$ cat src/rtl/core/lspr_pkg.sv
// Shared types and constants for the LED strip pattern rotator.
package lspr_pkg;

  localparam int unsigned CMD_W      = 1;
  localparam int unsigned PIX_IDX_W  = 6;
  localparam int unsigned COLOR_W    = 24;
  localparam int unsigned TIME_W     = 32;
  localparam int unsigned MODE_W     = 2;
  localparam int unsigned JUMP_W     = 6;
  localparam int unsigned DELAY_W    = 15;
  localparam int unsigned CFG_IDX_W  = 3;
  localparam int unsigned CFG_DATA_W = 15;

  // Input command codes
  localparam logic [CMD_W-1:0] CMD_WRITE = 1'b0;
  localparam logic [CMD_W-1:0] CMD_DRAW  = 1'b1;

  // Register indexes
  localparam logic [CFG_IDX_W-1:0] REG_MOVE_MODE     = 3'd0;
  localparam logic [CFG_IDX_W-1:0] REG_JUMP_SIZE     = 3'd1;
  localparam logic [CFG_IDX_W-1:0] REG_JUMP_DELAY    = 3'd2;
  localparam logic [CFG_IDX_W-1:0] REG_ALT_ENABLE    = 3'd3;
  localparam logic [CFG_IDX_W-1:0] REG_ALT_DELAY     = 3'd4;

  // Move mode codes
  localparam logic [MODE_W-1:0] MODE_OFF = 2'd0;

  // Register reset values
  localparam logic [MODE_W-1:0]  RST_MOVE_MODE  = 2'd0;
  localparam logic [JUMP_W-1:0]  RST_JUMP_SIZE  = 6'd1;
  localparam logic [DELAY_W-1:0] RST_JUMP_DELAY = 15'd100;
  localparam logic               RST_ALT_ENABLE = 1'b0;
  localparam logic [DELAY_W-1:0] RST_ALT_DELAY  = 15'd1000;

  typedef enum logic [2:0] {
    ST_IDLE,
    ST_FLIP,
    ST_JUMP,
    ST_SETUP,
    ST_STREAM
  } lspr_state_e;

  // Controller to datapath
  typedef struct packed {
    logic mem_wr;
    logic load_now;
    logic flip_step;
    logic jump_step;
    logic setup;
    logic issue;
  } lspr_cmd_t;

  // Datapath to controller
  typedef struct packed {
    logic motion_on;
    logic issue_ok;
    logic last_issue;
  } lspr_stat_t;

endpackage

$ cat src/rtl/core/led_strip_pattern_rotator_top.sv
// Draw sequence: with motion on, a flip step and a jump step come before the setup step;
// each pixel then passes the memory read register and the output register. A pixel write
// does not stall the input; a draw stalls it until the last pixel has been issued.
// Output: one pixel per cycle while the output is not stalled.
// Reset clears registers to their defaults and the pattern valid bits, so the whole
// pattern reads black right after reset; no clearing pass is needed.
module led_strip_pattern_rotator_top #(
  parameter int unsigned LED_COUNT = 32
) (
  input  logic                                clk_i,
  input  logic                                rst_ni,
  input  logic                                cfg_we_i,
  input  logic [lspr_pkg::CFG_IDX_W-1:0]      cfg_index_i,
  input  logic [lspr_pkg::CFG_DATA_W-1:0]     cfg_data_i,
  input  logic                                in_valid_i,
  output logic                                in_stall_o,
  input  logic [lspr_pkg::CMD_W-1:0]          cmd_i,
  input  logic [lspr_pkg::PIX_IDX_W-1:0]      pixel_index_i,
  input  logic [lspr_pkg::COLOR_W-1:0]        pixel_color_i,
  input  logic [lspr_pkg::TIME_W-1:0]         now_ms_i,
  output logic                                out_valid_o,
  input  logic                                out_stall_i,
  output logic [lspr_pkg::PIX_IDX_W-1:0]      led_pos_o,
  output logic [lspr_pkg::COLOR_W-1:0]        led_color_o,
  output logic                                last_pixel_o
);

  lspr_pkg::lspr_cmd_t  cmd;
  lspr_pkg::lspr_stat_t stat;

  lspr_ctrl u_ctrl (
    .clk_i      (clk_i),
    .rst_ni     (rst_ni),
    .in_valid_i (in_valid_i),
    .in_stall_o (in_stall_o),
    .cmd_i      (cmd_i),
    .stat_i     (stat),
    .cmd_o      (cmd)
  );

  lspr_dpath #(
    .LED_COUNT (LED_COUNT)
  ) u_dpath (
    .clk_i         (clk_i),
    .rst_ni        (rst_ni),
    .cfg_we_i      (cfg_we_i),
    .cfg_index_i   (cfg_index_i),
    .cfg_data_i    (cfg_data_i),
    .pixel_index_i (pixel_index_i),
    .pixel_color_i (pixel_color_i),
    .now_ms_i      (now_ms_i),
    .cmd_i         (cmd),
    .stat_o        (stat),
    .out_valid_o   (out_valid_o),
    .out_stall_i   (out_stall_i),
    .led_pos_o     (led_pos_o),
    .led_color_o   (led_color_o),
    .last_pixel_o  (last_pixel_o)
  );

endmodule

$ cat src/rtl/core/lspr_ctrl.sv
// Sequencer for pixel writes and frame draws of the LED strip pattern rotator.
module lspr_ctrl (
  input  logic                              clk_i,
  input  logic                              rst_ni,
  input  logic                              in_valid_i,
  output logic                              in_stall_o,
  input  logic [lspr_pkg::CMD_W-1:0]        cmd_i,
  input  lspr_pkg::lspr_stat_t              stat_i,
  output lspr_pkg::lspr_cmd_t               cmd_o
);

  lspr_pkg::lspr_state_e state_q, state_d;

  always_ff @(posedge clk_i or negedge rst_ni) begin
    if (!rst_ni) begin
      state_q <= lspr_pkg::ST_IDLE;
    end else begin
      state_q <= state_d;
    end
  end

  always_comb begin
    state_d    = state_q;
    cmd_o      = '0;
    in_stall_o = (state_q != lspr_pkg::ST_IDLE);
    case (state_q)
      lspr_pkg::ST_IDLE: begin
        if (in_valid_i) begin
          if (cmd_i == lspr_pkg::CMD_WRITE) begin
            cmd_o.mem_wr = 1'b1;
          end else begin
            cmd_o.load_now = 1'b1;
            state_d = stat_i.motion_on ? lspr_pkg::ST_FLIP : lspr_pkg::ST_SETUP;
          end
        end
      end
      lspr_pkg::ST_FLIP: begin
        cmd_o.flip_step = 1'b1;
        state_d = lspr_pkg::ST_JUMP;
      end
      lspr_pkg::ST_JUMP: begin
        cmd_o.jump_step = 1'b1;
        state_d = lspr_pkg::ST_SETUP;
      end
      lspr_pkg::ST_SETUP: begin
        cmd_o.setup = 1'b1;
        state_d = lspr_pkg::ST_STREAM;
      end
      lspr_pkg::ST_STREAM: begin
        if (stat_i.issue_ok) begin
          cmd_o.issue = 1'b1;
          if (stat_i.last_issue) begin
            state_d = lspr_pkg::ST_IDLE;
          end
        end
      end
      default: begin
        state_d = lspr_pkg::ST_IDLE;
      end
    endcase
  end

endmodule

$ cat src/rtl/core/lspr_dpath.sv
// Registers, motion state, pattern memory and output pipeline of the rotator.
module lspr_dpath #(
  parameter int unsigned LED_COUNT = 32
) (
  input  logic                                clk_i,
  input  logic                                rst_ni,
  input  logic                                cfg_we_i,
  input  logic [lspr_pkg::CFG_IDX_W-1:0]      cfg_index_i,
  input  logic [lspr_pkg::CFG_DATA_W-1:0]     cfg_data_i,
  input  logic [lspr_pkg::PIX_IDX_W-1:0]      pixel_index_i,
  input  logic [lspr_pkg::COLOR_W-1:0]        pixel_color_i,
  input  logic [lspr_pkg::TIME_W-1:0]         now_ms_i,
  input  lspr_pkg::lspr_cmd_t                 cmd_i,
  output lspr_pkg::lspr_stat_t                stat_o,
  output logic                                out_valid_o,
  input  logic                                out_stall_i,
  output logic [lspr_pkg::PIX_IDX_W-1:0]      led_pos_o,
  output logic [lspr_pkg::COLOR_W-1:0]        led_color_o,
  output logic                                last_pixel_o
);

  localparam int unsigned IDX_W = $clog2(LED_COUNT);
  localparam int unsigned RED_W = lspr_pkg::JUMP_W + 7;
  localparam logic [IDX_W-1:0] LAST_IDX = IDX_W'(LED_COUNT - 1);
  localparam logic [IDX_W:0]   COUNT_X  = (IDX_W+1)'(LED_COUNT);

  // Configuration registers
  logic [lspr_pkg::MODE_W-1:0]  move_mode_q;
  logic [lspr_pkg::JUMP_W-1:0]  jump_size_q;
  logic [lspr_pkg::DELAY_W-1:0] jump_delay_q;
  logic                         alt_en_q;
  logic [lspr_pkg::DELAY_W-1:0] alt_delay_q;

  // Motion state
  logic [IDX_W-1:0]            offset_q, offset_d;
  logic                        back_q;
  logic [lspr_pkg::TIME_W-1:0] last_jump_q, last_flip_q, now_q;

  // Pattern memory with per-entry valid bits; an unwritten entry reads black
  logic [lspr_pkg::COLOR_W-1:0] mem_q [LED_COUNT];
  logic [LED_COUNT-1:0]         filled_q;
  logic                         wr_ok;

  // Stream counters and pipeline
  logic [IDX_W-1:0]             cnt_q, src_q, start_d;
  logic                         s1_valid_q, s1_last_q, s1_ok_q;
  logic [IDX_W-1:0]             s1_idx_q;
  logic [lspr_pkg::COLOR_W-1:0] rd_data_q;
  logic                         out_valid_q, out_last_q;
  logic [IDX_W-1:0]             out_idx_q;
  logic [lspr_pkg::COLOR_W-1:0] out_color_q;
  logic                         out_adv;

  logic                         flip_due, jump_due;
  logic [RED_W-1:0]             rem;
  logic [IDX_W-1:0]             step;
  logic [IDX_W:0]               sum_fwd, sum_bwd, sum_sel;

  always_ff @(posedge clk_i or negedge rst_ni) begin
    if (!rst_ni) begin
      move_mode_q  <= lspr_pkg::RST_MOVE_MODE;
      jump_size_q  <= lspr_pkg::RST_JUMP_SIZE;
      jump_delay_q <= lspr_pkg::RST_JUMP_DELAY;
      alt_en_q     <= lspr_pkg::RST_ALT_ENABLE;
      alt_delay_q  <= lspr_pkg::RST_ALT_DELAY;
    end else if (cfg_we_i) begin
      case (cfg_index_i)
        lspr_pkg::REG_MOVE_MODE:  move_mode_q  <= cfg_data_i[lspr_pkg::MODE_W-1:0];
        lspr_pkg::REG_JUMP_SIZE:  jump_size_q  <= cfg_data_i[lspr_pkg::JUMP_W-1:0];
        lspr_pkg::REG_JUMP_DELAY: jump_delay_q <= cfg_data_i;
        lspr_pkg::REG_ALT_ENABLE: alt_en_q     <= cfg_data_i[0];
        lspr_pkg::REG_ALT_DELAY:  alt_delay_q  <= cfg_data_i;
        default: ;
      endcase
    end
  end

  assign flip_due = alt_en_q &&
                    ((now_q - last_flip_q) >= {{(lspr_pkg::TIME_W-lspr_pkg::DELAY_W){1'b0}},
                                               alt_delay_q});
  assign jump_due = (now_q - last_jump_q) >= {{(lspr_pkg::TIME_W-lspr_pkg::DELAY_W){1'b0}},
                                              jump_delay_q};

  // Reduce jump size modulo strip length by shifted compare and subtract
  always_comb begin
    rem = RED_W'(jump_size_q);
    for (int k = lspr_pkg::JUMP_W - 1; k >= 0; k--) begin
      if (rem >= (RED_W'(LED_COUNT) << k)) begin
        rem = rem - (RED_W'(LED_COUNT) << k);
      end
    end
    step = rem[IDX_W-1:0];
  end

  always_comb begin
    sum_fwd  = {1'b0, offset_q} + {1'b0, step};
    sum_bwd  = {1'b0, offset_q} + COUNT_X - {1'b0, step};
    sum_sel  = back_q ? sum_bwd : sum_fwd;
    offset_d = (sum_sel >= COUNT_X) ? IDX_W'(sum_sel - COUNT_X) : sum_sel[IDX_W-1:0];
    // first source entry is (0 - offset) mod N
    start_d  = (offset_q == '0) ? '0 : IDX_W'(COUNT_X - {1'b0, offset_q});
  end

  always_ff @(posedge clk_i or negedge rst_ni) begin
    if (!rst_ni) begin
      offset_q    <= '0;
      back_q      <= 1'b0;
      last_jump_q <= '0;
      last_flip_q <= '0;
    end else begin
      if (cfg_we_i && cfg_index_i == lspr_pkg::REG_MOVE_MODE) begin
        back_q <= cfg_data_i[1];
      end else if (cmd_i.flip_step && flip_due) begin
        back_q      <= !back_q;
        last_flip_q <= now_q;
      end
      if (cmd_i.jump_step && jump_due) begin
        offset_q    <= offset_d;
        last_jump_q <= now_q;
      end
    end
  end

  always_ff @(posedge clk_i) begin
    if (cmd_i.load_now) begin
      now_q <= now_ms_i;
    end
  end

  assign wr_ok = cmd_i.mem_wr && ({1'b0, pixel_index_i} < 7'(LED_COUNT));

  always_ff @(posedge clk_i) begin
    if (wr_ok) begin
      mem_q[pixel_index_i[IDX_W-1:0]] <= pixel_color_i;
    end
    if (cmd_i.issue) begin
      rd_data_q <= mem_q[src_q];
    end
  end

  always_ff @(posedge clk_i or negedge rst_ni) begin
    if (!rst_ni) begin
      filled_q <= '0;
    end else if (wr_ok) begin
      filled_q[pixel_index_i[IDX_W-1:0]] <= 1'b1;
    end
  end

  always_ff @(posedge clk_i) begin
    if (cmd_i.setup) begin
      cnt_q <= '0;
      src_q <= (move_mode_q != lspr_pkg::MODE_OFF) ? start_d : '0;
    end else if (cmd_i.issue) begin
      cnt_q <= cnt_q + 1'b1;
      src_q <= (src_q == LAST_IDX) ? '0 : src_q + 1'b1;
    end
  end

  assign out_adv = !out_valid_q || !out_stall_i;

  always_ff @(posedge clk_i or negedge rst_ni) begin
    if (!rst_ni) begin
      s1_valid_q  <= 1'b0;
      out_valid_q <= 1'b0;
    end else begin
      if (cmd_i.issue) begin
        s1_valid_q <= 1'b1;
      end else if (out_adv) begin
        s1_valid_q <= 1'b0;
      end
      if (out_adv) begin
        out_valid_q <= s1_valid_q;
      end
    end
  end

  always_ff @(posedge clk_i) begin
    if (cmd_i.issue) begin
      s1_idx_q  <= cnt_q;
      s1_last_q <= (cnt_q == LAST_IDX);
      s1_ok_q   <= filled_q[src_q];
    end
    if (out_adv && s1_valid_q) begin
      out_idx_q   <= s1_idx_q;
      out_last_q  <= s1_last_q;
      out_color_q <= s1_ok_q ? rd_data_q : '0;
    end
  end

  assign stat_o.motion_on  = (move_mode_q != lspr_pkg::MODE_OFF);
  assign stat_o.issue_ok   = !s1_valid_q || out_adv;
  assign stat_o.last_issue = (cnt_q == LAST_IDX);

  assign out_valid_o  = out_valid_q;
  assign led_pos_o    = lspr_pkg::PIX_IDX_W'(out_idx_q);
  assign led_color_o  = out_color_q;
  assign last_pixel_o = out_last_q;

endmodule

$ cat config.mk
export PLATFORM = sky130hd
export DESIGN_NAME = led_strip_pattern_rotator_top
export DESIGN_NICKNAME = d
export VERILOG_FILES = /design/src/rtl/core/lspr_pkg.sv /design/src/rtl/core/led_strip_pattern_rotator_top.sv /design/src/rtl/core/lspr_ctrl.sv /design/src/rtl/core/lspr_dpath.sv
export SDC_FILE = /design/constraint.sdc
export NUM_CORES = 1
export LEC_CHECK = 0
export ABC_AREA = 1
export BUFFER_PORTS_ARGS = -buffer_cell sky130_fd_sc_hd__buf_2
export CAP_MARGIN = 0
export CORE_MARGIN = 2
export CORE_UTILIZATION = 50
export DETAILED_ROUTE_END_ITERATION = 10
export PLACE_DENSITY_LB_ADDON = 0.15
export SETUP_SLACK_MARGIN = 0.02
export SKIP_LAST_GASP = 1
export SLEW_MARGIN = 0
export SYNTH_ARGS = -nofsm -noshare
export SYNTH_HDL_FRONTEND = slang
export SYNTH_SLANG_ARGS = --single-unit
$ cat constraint.sdc
create_clock -name clk_i -period 4.2 [get_ports clk_i]
set_clock_uncertainty 0.1 [all_clocks]
set_input_delay 0 -clock clk_i [delete_from_list [all_inputs] [get_ports clk_i]]
set_output_delay 0 -clock clk_i [all_outputs]
set_load 0.03 [all_outputs]
== After elaboration in Yosys (flattened, before gate mapping) ==
Memory sizes are Yosys's and may differ from the RTL's. A register that Yosys moved wholly into a read port is not among the register bits.
Cells that the tools add are included.

* Register bits: 225
* Memory bits (writable): 768
* Input bits: 86
* Memories kept: 1

{| class="wikitable"
|+ Memories
! memory !! depth !! width !! rd ports !! clocked after memory_dff !! wr ports !! line !! source
|-
| u_dpath.mem_q || 32 || 24 || 1 || 1 || 1 || lspr_dpath.sv:40 || <nowiki>logic [lspr_pkg::COLOR_W-1:0] mem_q [LED_COUNT];</nowiki>
|}

* Add/sub/neg operators: 10
* Order comparisons: 8
* Eq/ne operators: 14
* Muxes and demuxes: 33
* Bitwise logic cells: 2
* Reduce and logical (&&, ||, !) cells: 28

{| class="wikitable"
|+ Operators with widths
! kind !! count
|-
| $ge A32 B15 Y1 || 2
|-
| $sub A32 B32 Y32 || 2
|-
| $mux W5 || 7
|-
| $or A32 B32 Y32 || 1
|-
| $mux W1 || 15
|-
| $pmux W3 S5 || 1
|-
| $eq A3 B2 Y1 const B || 4
|-
| $ge A6 B6 Y1 const B || 2
|-
| $lt A5 B6 Y1 const B || 2
|-
| $mux W3 || 4
|-
| $reduce_and A2 Y1 || 6
|-
| $add A5 B1 Y5 const B || 2
|-
| $eq A5 B5 Y1 const B || 2
|-
| $sub A5 B1 Y5 const B || 2
|-
| $ne A2 B2 Y1 const B || 4
|-
| $reduce_bool A2 Y1 || 4
|-
| $logic_and A1 B1 Y1 || 7
|-
| $add A5 B5 Y6 || 1
|-
| $add A5 B6 Y6 const B || 1
|-
| $eq A3 B1 Y1 const B || 2
|-
| $eq A3 B3 Y1 const B || 2
|-
| $logic_not A3 Y1 || 2
|-
| $lt A6 B6 Y1 const B || 1
|-
| $mux W2 || 3
|-
| other kinds (12) || 16
|}

== Logic depth before layout (Yosys ltp) ==
Gate-level depths: netlist (run 1).

* Depth after elaboration: 7
* Depth in mapped cells: 29
* Depth with buffers taken out: 28

== Modules after synthesis ==
From an unflattened synthesis (run 1), not the netlist that was laid out.

* Cells, all modules: 4,128
* Area, all modules: 45,074.5 um^2

{| class="wikitable"
|+ By module, submodules not included
! module !! instances !! cells each !! area each (um^2) !! seq. area each (um^2)
|-
| lspr_dpath || 1 || 4,101 || 44,888.1 || 29,671.0
|-
| lspr_ctrl || 1 || 27 || 186.4 || 75.1
|}

== Worst setup path before layout (run 1) ==
No wires, ideal clock.

* Kind: register -> register
* From: register u_dpath.now_q[0] (netlist bit)
* To: register u_dpath.last_jump_q[1] (netlist bit)
* Setup time: 0.116 ns
* Arrival: 3.079 ns
* Data required time: 3.984 ns
* Path slack: 0.905 ns
* Stages on the path, launching flop included: 30
* Path buffers: 2
* Period minus slack after synthesis: 3.295 ns
* Path through: edfxtp_1 -> inv_1 -> ha_1 -> inv_1 -> fa_1 -> nand2_1 -> nand2_1 -> and2_4 -> nand2_2 -> nand2_2 -> xor2_1 -> ha_1 -> nand2_1 -> nor2_1 -> nand2_1 -> nand2_1 -> nor2_1 -> nand2_1 -> nand2_1 -> nand2_1 -> nand2_1 -> nand2_1 -> nand2_1 -> nand4_1 -> nor2_1 -> nand3_2 -> buf_6 -> buf_12 -> nand3_2 -> nand2_1

* Longest elaborated chain between the ends: 3

{| class="wikitable"
|+ RTL lines
! item !! line !! source
|-
| start: declaration || lspr_dpath.sv:37 || <nowiki>logic [lspr_pkg::TIME_W-1:0] last_jump_q, last_flip_q, now_q;</nowiki>
|-
| start signal: assignment || lspr_dpath.sv:126 || <nowiki>now_q <= now_ms_i;</nowiki>
|-
| $sub A32 B32 Y32 || lspr_dpath.sv:81 || <nowiki>assign jump_due = (now_q - last_jump_q) >= {{(lspr_pkg::TIME_W-lspr_pkg::DELAY_W){1'b0}},</nowiki>
|-
| $ge A32 B15 Y1 || lspr_dpath.sv:81 ||
|-
| $logic_and A1 B1 Y1 || lspr_dpath.sv:117 || <nowiki>if (cmd_i.jump_step && jump_due) begin</nowiki>
|-
| end signal: assignment || lspr_dpath.sv:119 || <nowiki>last_jump_q <= now_q;</nowiki>
|-
| end: declaration || lspr_dpath.sv:37 ||
|}

No other way between the ends.
A chain may end at the register's enable or synchronous reset.

== Final worst setup path (run 1) ==
* From: register u_dpath.now_q[0] (netlist bit)
* To: register u_dpath.last_jump_q[18] (netlist bit)

Same word-level chain as after synthesis.

==> flow_summary.toml, run 1 <==
[critical_path]
crit_path_end_kind = "register"
cp.required_ns = 4.66
cp_max_fo = 37
startpoint_type = "register"
regToRegSetupSlack_ns = 0.44
arrival_ns = 4.23
slowest_stage = "fa_1"
crit_top_cell = "nand2_1"
crit_type = "reg2reg"
critPathMaxStageDelay_ns = 0.44

[global_routing]
grt_first_pass_wirelength_um = 190200
grt.overflow.total = 0
gr-usage-all-layers_pct = 26.88
grt_max_degree = 123
grt_pass1_vias = 31100
antenna_found_initial = 4

[synthesis]
yosys-top-cells-area = "edfxtp_1, dfrtp_1, o21ai_0, nand2_1, nor2_1"
yosysTopAreaCellShare_pct = 57.32
synth_cells = 4248
yosysTopAreaCell = "edfxtp_1"
avgSynthCellArea_um2 = 10.68
ys.flop_type = "edfxtp_1"
async_flop_share_pct = 14.27
synth_fp_nets = 4444
synth_edf_count = 866
seq_area_frac_synth_pct = 65.57
synth_area_mm2 = 0.04537
yosys_warnings = 0
synth.distinct_cells = 50
ys_ff_latch = 1016

[sta]
fin_setup_tns_ns = 0
worst_pin_slew_ns = 1.108
hold_violations = 0
rsz0062_at_grt = "false"
period_share_pct = 89.63
slew_violations = 0
slew_headroom_pct = 26.10
setup_viol = 0
fin_crit_ns = 3.765
holdWs_ns = 0.03750
timing.final.ws_setup_ns = 0.4355
fmax_ghz = 0.2656

[run]
cap_violations = 0

[route]
wl_per_cell_um = 21.92
drtIter0Drc = 3198
final_antenna_net_count = 0
dr.pass1.iters = 6
vias_per_cell = 5.669
drc = 0
routed_wl_um = 126000
vias = 32600

[floorplan]
io_pins = 119
start_util_pct = 50.40
fp.dieArea_mm2 = 0.09316
rows = 110
die_h_um = 305.2
core_region_area_mm2 = 0.09001
die_w_um = 305.2

[clock_network]
cts_buffer_depth = 3
clk_latency_ns = 0.70
cts.sinks = 1016
ctsRootBufferMaster = "clkbuf_16"
numCtsBuffers = 104
htreeDepth = 3
cts_tree = "built"
path_clk_slew_ns = 0.06

[placed_design]
dp_slack_ns = 0.3557
gp_congestion = 0.9083
placed_cells = 5428
hpwl_um = 76290
io_buffer_count = 117
postPlaceCellArea_mm2 = 0.04786

[cells_and_area]
mostFrequentLayoutCells = "edfxtp_1, nand2_1, nor2_1"
drive_gt1_share_pct = 10.52
layoutNonFillerInstCount = 5750
diodes = 0
finalCoreUtilization_pct = 58.31
area_delta_synth_final_pct = 15.68
nets = 4682
design_area_mm2 = 0.05248
final_common_cell = "edfxtp_1"

[pwr]
power.leakage_nw = 20.39
finalPower_mw = 33.94
vdd_ir_drop_max_mv = 0.3971
p_per_area_mw_per_mm2 = 646.7

[run_status]
status = "finished clean"

[hold_path]
hold_class = "in2reg"
[Yosys cell counts, types with 3 or more instances]
cell / number
dfxtp_1: 5
or2_2: 23
nand2_2: 6
buf_1: 13
and2_1: 3
nand2_1: 718
o22ai_1: 235
buf_6: 7
nand3b_1: 11
o32ai_1: 15
buf_12: 3
nor2_1: 669
nor3_1: 14
a21o_1: 3
or2_1: 8
nand3_2: 33
xnor2_1: 6
a21oi_1: 67
edfxtp_1: 866
o21ai_0: 554
buf_2: 3
inv_1: 351
ha_1: 106
dfrtp_1: 135
nand4_1: 48
o21bai_1: 12
xor2_1: 35
inv_2: 7
nor2_2: 4
nand3_1: 75
buf_4: 4
fa_1: 4
dfstp_2: 10
clkbuf_1: 174
[final cells by class]
| cell class | instances | area (um2) |
|---|---|---|
| clock buffer | 143 | 2789 |
| clock inverter | 51 | 519.2 |
| fill | 7529 | 37530 |
| inverter | 359 | 1361 |
| multi-input combinational | 2669 | 13690 |
| sequential | 1016 | 29750 |
| tap | 1176 | 1471 |
| timing repair buffer | 336 | 2912 |
[report_power, final]
| group | internal [mW] | switching (mW) |
|---|---|---|
| Sequential | 11.8 | 0.495 |
| Combinational | 4.12 | 8.63 |
| Clock | 5.00 | 3.94 |
| Total | 20.9 | 13.1 |
[state kept, by name, summed over array words and instances (netlist names), 5 cells and up]
register and count:
u_dpath.now_q 32, u_dpath.jump_size_q 5, u_dpath.filled_q 32, u_dpath.out_idx_q 5
u_dpath.offset_q 5, u_dpath.alt_delay_q 15, u_dpath.last_flip_q 32, u_dpath.rd_data_q 24
u_dpath.mem_q 768, u_dpath.jump_delay_q 15, u_dpath.src_q 5, u_dpath.last_jump_q 32
u_dpath.led_color_o 24, u_dpath.s1_idx_q 5, u_dpath.cnt_q 5
[kinds of logic after synthesis]
group	Yosys count	synth area share [%]
buffers and inverters	563	4.923
adders and majority gates	110	3.100
DFF	1016	65.57
other	1	0.008266
muxes	2	0.04688
and+or+nand+nor	1619	14.77
AOI/OAI and AO/OA	896	10.79
xor gates and xnor gates	41	0.7915
[timing repair]
item | 4_1_cts | 5_1_grt
hold buffers | 128 | 0
hold endpoints to repair | 1064 | 0
buffers inserted | 0 | 0
setup endpoints to repair | 0 | 19
gates resized for setup | 0 | 2
[critical path, delay by kind of cell, from the launching register on]
family,cells,cell delay (ns)
adders and majority gates,3,0.86
buffers and inverters,3,0.42
xor gates and xnor gates,1,0.16
DFF,1,0.41
and+or+nand+nor,21,1.65
[metal layers]
layer | up-vias | global-route usage [%] | wire length (um)
li1 | 15210 | - | -
met1 | 15970 | 38.27 | 55090
met2 | 1178 | 43.47 | 59320
met3 | 231 | 3.640 | 8302
met4 | 6 | 7.687 | 3296
met5 | - | 0 | 37
[worst paths after layout]
kind | start | cells past startpoint | to
max | u_dpath.now_q[0]$_DFFE_PP_ | 28 | u_dpath.last_jump_q[18]$_DFFE_PN0P_
min reg2reg | u_dpath.s1_last_q$_DFFE_PP_ | 0 | u_dpath.last_pixel_o$_DFFE_PP_
max in group asynchronous | rst_ni | 4 | u_dpath.last_jump_q[25]$_DFFE_PN0P_
max reg2reg | u_dpath.now_q[0]$_DFFE_PP_ | 28 | u_dpath.last_jump_q[18]$_DFFE_PN0P_
min in group asynchronous | rst_ni | 3 | u_dpath.alt_delay_q[5]$_DFFE_PN1P_
min | cfg_data_i[10] | 4 | u_dpath.alt_delay_q[10]$_DFFE_PN0P_
Note: power is estimated with default switching activity, not from simulation.
==> inputs of run 2 (changes only) <==
CORE_MARGIN = 10   (was 2)
REMOVE_ABC_BUFFERS = 1   (was default)
==> flow_summary.toml, run 2 (same netlist as run 1, synthesis figures left out) <==
[cells_and_area]
drive_gt1_share_pct = 10.52
finalCoreUtilization_pct = 58.41
area_delta_synth_final_pct = 15.88
nets = 4661
mostFrequentLayoutCells = "edfxtp_1, nand2_1, nor2_1"
final_common_cell = "edfxtp_1"
layoutNonFillerInstCount = 5732
largest_reg_flops = 768

[critical_path]
arrival_ns = 4.29
startpoint_type = "register"
slowest_stage = "edfxtp_1"
crit_path_end_kind = "register"
cp.required_ns = 4.67
crit_top_cell = "nand2_1"
critPathMaxStageDelay_ns = 0.53
path_buf_inv = 3
cp_top_family = "simple AND/OR/NAND/NOR gates"
cp_max_fo = 33
crit_type = "reg2reg"

[route]
drc = 0
wl_per_cell_um = 21.79
vias = 32060
dr.pass1.iters = 5
routed_wl_um = 124900
final_antenna_net_count = 0
drtIter0Drc = 2890
vias_per_cell = 5.593

[sta]
holdWs_ns = 0.05902
slew_violations = 0
period_share_pct = 90.94
hold_violations = 0
rsz0062_at_grt = "false"
slew_headroom_pct = 26.30
fmax_ghz = 0.2618
worst_pin_slew_ns = 1.103
setup_viol = 0
fin_crit_ns = 3.820

[clock_network]
clk_latency_ns = 0.70
cts.sinks = 1016
cts_buffer_depth = 3
cts_tree = "built"
path_clk_slew_ns = 0.06
post-cts-setup-buffers = 0
htreeDepth = 3
numCtsBuffers = 105
ctsRootBufferMaster = "clkbuf_16"

[placed_design]
gp_congestion = 0.9428
placed_cells = 5411
io_buffer_count = 117
hpwl_um = 75630

[global_routing]
grt_first_pass_wirelength_um = 188000
antenna_found_initial = 4
grt.overflow.total = 0
gr-usage-all-layers_pct = 23.74
grt_pass1_vias = 30960
grt_max_degree = 167

[hold_path]
hold_class = "in2reg"

[floorplan]
start_util_pct = 50.40
rows = 110
die_h_um = 321.2
fp.dieArea_mm2 = 0.1032
die_w_um = 321.2
io_pins = 119
core_region_area_mm2 = 0.09001

[run]
cap_violations = 0

[pwr]
vdd_ir_drop_max_mv = 0.4541
power.leakage_nw = 20.38
finalPower_mw = 33.86
p_per_area_mw_per_mm2 = 644.1

[run_status]
status = "finished clean"
run 2: changes by cell type in the layout (fill, tap and decap cells not counted), sizes merged:
cell | before | now
buf | 209 | 192
clkinvlp | 2 | 8
dlygate4sd3 | 127 | 122
clkinv | 44 | 49
bufinv | 5 | 11
diode | 0 | 1
inv | 359 | 360
clkbuf | 143 | 128
run 2: repair_timing:
action | CTS | global route
endpoints found under the setup margin | 0 | 51
gates resized for setup | 0 | 3
endpoints found under the hold margin | 1012 | 0
hold buffers | 123 | 0
run 2: area by class of cell:
type / count / area (um2)
fillers: 7541 / 37440
clock buffers: 128 / 2774
well taps: 1176 / 1471
inverters: 359 / 1361
diodes: 1 / 2.502
multi-input cells: 2669 / 13690
flip-flops and latches: 1016 / 29750
repair buffers: 314 / 2800
clock inverters: 69 / 730.7
run 2: path summary, 6_finish.rpt:
check / slack, ns / cells after the start / startpoint / end
max: 0.38 / 25 / u_dpath.now_q[1]$_DFFE_PP_ / u_dpath.back_q$_DFFE_PN0P_
min in group asynchronous: 0.31 / 3 / rst_ni / u_dpath.jump_delay_q[2]$_DFFE_PN1P_
min reg2reg: 0.32 / 0 / u_dpath.s1_idx_q[4]$_DFFE_PP_ / u_dpath.out_idx_q[4]$_DFFE_PP_
min: 0.06 / 4 / cfg_data_i[8] / u_dpath.jump_delay_q[8]$_DFFE_PN0P_
max reg2reg: 0.38 / 25 / u_dpath.now_q[1]$_DFFE_PP_ / u_dpath.back_q$_DFFE_PN0P_
max in group asynchronous: 3.13 / 4 / rst_ni / u_dpath.last_jump_q[24]$_DFFE_PN0P_
run 2: power by group:
part / internal, mW / leakage, nW / total, mW / switching [mW]
Combinational: 4.04 / 9.03 / 12.2 / 8.20
Sequential: 11.8 / 9.66 / 12.2 / 0.489
Clock: 5.40 / 1.69 / 9.37 / 3.97
Total: 21.2 / 20.4 / 33.9 / 12.7
run 2: worst min-delay path: cells and delay by family:
kind | cells | cell delay [ns]
AOI/OAI and AO/OA | 1 | 0.14
buffers and inverters | 3 | 0.67
run 2: routing by layer:
layer  track usage (%)  up-vias  share of wire [%]
met5                 0        -              0.022
met4             7.610        6                3.2
met3             3.579      217                6.0
met2             39.98     1034                 49
met1             31.39    15610                 42
li1                  -    15200                  -
run 2: through the flow:
stage | area [um2] | setup TNS [ns] | setup slack (ns)
after CTS | 52550 | 0 | 0.2587
after global routing | 52570 | 0 | 0.04571
after detailed placement | 47800 | 0 | 0.3256
after floorplan | 44480 | -247.39 | -9.190
final | 52570 | 0 | 0.3804
after global placement | 47800 | 0 | 0.4388
